===== src/rtl/pbl_ram.sv =====
module pbl_ram #(
  parameter int WIDTH = 8,
  parameter int DEPTH = 16,
  parameter int AW    = (DEPTH > 1) ? $clog2(DEPTH) : 1
) (
  input  logic             clk,
  input  logic             we,
  input  logic [AW-1:0]    waddr,
  input  logic [WIDTH-1:0] wdata,
  input  logic             re,
  input  logic [AW-1:0]    raddr,
  output logic [WIDTH-1:0] rdata
);

  logic [WIDTH-1:0] mem [DEPTH];
  logic [WIDTH-1:0] rdata_r;

  always_ff @(posedge clk) begin
    if (we) begin
      mem[waddr] <= wdata;
    end
    if (re) begin
      rdata_r <= mem[raddr];
    end
  end

  assign rdata = rdata_r;

endmodule


===== config.mk =====
export PLATFORM = sky130hd
export DESIGN_NAME = pbl_ram
export DESIGN_NICKNAME = d
export VERILOG_FILES = /design/src/rtl/pbl_ram.sv
export SDC_FILE = /design/constraint.sdc
export NUM_CORES = 1
export LEC_CHECK = 0
export CELL_PAD_IN_SITES_DETAIL_PLACEMENT = 1
export CELL_PAD_IN_SITES_GLOBAL_PLACEMENT = 2
export CORE_MARGIN = 2
export CORE_UTILIZATION = 38
export DETAILED_ROUTE_END_ITERATION = 8
export DONT_BUFFER_PORTS = 1
export PLACE_DENSITY = 0.65
export RECOVER_POWER = 25
export SLEW_MARGIN = 20
export SYNTH_ARGS = -nofsm -noshare
export SYNTH_HDL_FRONTEND = slang
export SYNTH_SLANG_ARGS = --single-unit

===== constraint.sdc =====
create_clock -name clk -period 2.2 [get_ports clk]
set_input_delay 0.11 -clock clk [delete_from_list [all_inputs] [get_ports clk]]
set_output_delay 0.11 -clock clk [all_outputs]
set_load 0.05 [all_outputs]

==> key figures <==
Outcome
  – Status: finished, final reports clean

STA
  – Slew @ Worst Pin: ~860 ps
  – Period utilization: 0.676
  – Max-slew violation count: 0
  – Crit path time final: 1490 ps
  – Final clock skew: ~6.4 ps
  – Setup TNS: 0 ps
  – Worst hold margin: 64.6 ps
  – Fmax: 0.673 GHz
  – Final Setup Violations: 0
  – Final Hold Fails: 0
  – Slew HR: 0.424
  – RSZ-0062 raised after global routing: no

Setup path
  – Critical-path cell list: mux4_2, a22oi_1, nand2_1
  – R2R Path Start: mem[10][0]
  – Worst Path Required: roughly 2400 ps
  – Critical path startpoint: mem[10][0]
  – Critical path capture point type: flop
  – Crit path buf inv count: 0
  – Crit-path max FO: 1
  – CP max-delay cell: mux4_2
  – Worst path top cell family by delay: multiplexers
  – Slowest stage delay, CP: roughly 470 ps
  – CP Class: reg -> reg
  – CP Launch Type: flop
  – Arrival time worst endpoint: between 1500 and 2000 ps

Routing
  – Antenna violation net count after detailed routing: 0
  – Drt wl/cell: around 24 µm
  – Vias: ~2400
  – 1st-pass router iterations: 4
  – Final Routed Wirelength: about 11 mm
  – DR vias/cell: about 5.3
  – Drt initial violations: roughly 230
  – # DRC: 0

Clocking
  – CTS H-tree depth: 4
  – Clock tree buffer depth: 2
  – Clk sink count: about 140
  – Post-CTS Resized: 0
  – Clk_lat worst skew: 410 ps
  – Num CTS Buffers: 17
  – Clock transition at path regs: approximately 60 ps
  – CTS tree: yes
  – Root Buffer Master: clkbuf_16

Finish
  – Ant diodes: 0
  – Share of cells above drive strength 1: 0.200
  – Fillers: 1251
  – Seq. cell area: between 4000 and 5000 µm²
  – Multi-input logic area: 1060 µm²
  – Nets: between 200 and 300
  – Synth-to-layout area growth: 17.1%

Power and ir drop
  – Peak VDD IR: between 0.6 and 0.7 mV
  – Leak: around 2.0 nW
  – PD cells: just under 1000 nW/µm²

Min path
  – Worst min-delay path category: in -> reg
  – Hold_sp: raddr[1]

Yosys
  – Distinct cells, synth: 18
  – Post-synth net total: 248
  – Post-synthesis sequential area ratio: 0.781
  – Synth Instances: about 230
  – Yosys Warn Count: 0
  – Mapped Area: roughly 5200 µm²
  – Syn_area_per_cell: 22.8 µm²
  – FF+latch count, synth: between 100 and 150

Die
  – DIE WIDTH: approximately 120 µm
  – Core area: 13300 µm²
  – Die area: 14700 µm²
  – Num rows: 42
  – I/O pins: 27
  – Die H: 121 µm
  – Starting density of the core: 0.392

Placed design
  – Gp weighted congestion: between 0.6 and 0.7
  – Port Buf Inserts: 0
  – Detailed Place HPWL: 6.33 mm

Run
  – Max-Cap Viols: 0

Global route
  – GRT overflow: 0
  – Initial antenna violation count: 0
  – Total Routing Usage GR: 0.162
  – Largest net degree at the start of global routing: 33
  – First-pass GRT wire length: about 16 mm
  – Vias in the first global route: between 2000 and 3000
worst min-delay path: stages:
cell and delay, ps:
mux4_1 130, a22oi_1 80, nand2_1 50
placed cells by master (no fill, tap or decap), drive strengths merged:
cell type and n:
buf 7, nand2b 2, or3b 1, and2 1
clkinvlp 4, dlygate4sd3 9, nand3 1, nand2 9
a22oi 16, bufinv 3, edfxtp 136, nor2 13
nor2b 1, clkinv 6, nand3b 2, clkbuf 27
and2b 1, mux4 32, nor3 4
routing by layer:
metal / track usage / up-vias / routed length (µm)
met5: 0 / - / 0
met4: 0.0819 / 0 / 260
met3: 0.0338 / 21 / 517
met2: 0.244 / 61 / 5080
met1: 0.225 / 1270 / 4890
li1: - / 1051 / -
power breakdown:
group | switching, W | total (W) | internal (W)
combinational | 0.000108 | 0.000203 | 0.0000958
clock | 0.00103 | 0.00279 | 0.00176
sequential | 0.0000623 | 0.00298 | 0.00292
total | 0.00120 | 0.00598 | 0.00478
metrics by stage:
stage	power, W	instance area (µm²)	worst slack, ps	utilization	std cells
after floorplan	0.00318	5230	597	-	229
after detailed placement	0.00320	5480	707	0.411	411
after global routing	0.00615	6120	671	0.459	451
after global placement	0.00320	5480	703	0.411	411
final	0.00598	6120	713	0.459	451
after CTS	0.00603	6160	696	0.461	451
cells in the mapped netlist:
| library cell | count | area (µm²) |
|---|---|---|
| nand2_1 | 9 | 33.8 |
| edfxtp_1 | 136 | 4080 |
| and2b_1 | 1 | 7.51 |
| nand2b_1 | 2 | 12.5 |
| a22oi_1 | 16 | 120 |
| nor2b_1 | 1 | 6.26 |
| nor3_1 | 4 | 20.0 |
| buf_2 | 3 | 15.0 |
| or3b_2 | 1 | 8.76 |
| and2_1 | 1 | 6.26 |
| nand3b_1 | 2 | 15.0 |
| clkdlybuf4s25_2 | 3 | 30.0 |
| mux4_1 | 14 | 368 |
| buf_4 | 1 | 7.51 |
| mux4_2 | 18 | 405 |
| nor2_1 | 13 | 48.8 |
| nand3_1 | 1 | 5.00 |
| buf_6 | 3 | 33.8 |
cell families (layout without fill, tap and decap cells):
| family | Yosys count | count (layout) | synth area share |
|---|---|---|---|
| multiplexers | 32 | 32 | 0.148 |
| AND/OR/NAND/NOR | 35 | 35 | 0.0314 |
| AO/OA/AOI/OAI | 16 | 16 | 0.0230 |
| flip-flops | 136 | 136 | 0.781 |
| buffers and inverters | 10 | 56 | 0.0165 |
registers in the layout, summed over array words and instances (netlist names):
signal  cells
rdata       8
mem       128
path summary, 6_finish.rpt:
check / slack [ps] / to / cells after the start
setup / recovery: 710 / rdata[0] / 3
hold / removal: 60 / rdata[2] / 3
setup reg to reg: 710 / rdata[0] / 3
hold reg to reg: 760 / rdata[4] / 3
what timing repair did:
item | CTS | global route
buffers inserted | 0 | 0
hold buffers | 9 | 0
hold endpoints to repair | 136 | 0
area by class of cell:
type	count	share of cell area
timing repair buffer	25	0.0288
clock buffer	18	0.0701
sequential	136	0.667
multi-input combinational	83	0.173
clock inverter	13	0.0255
tap	176	0.0360
Power figures use the tool's default switching activity.
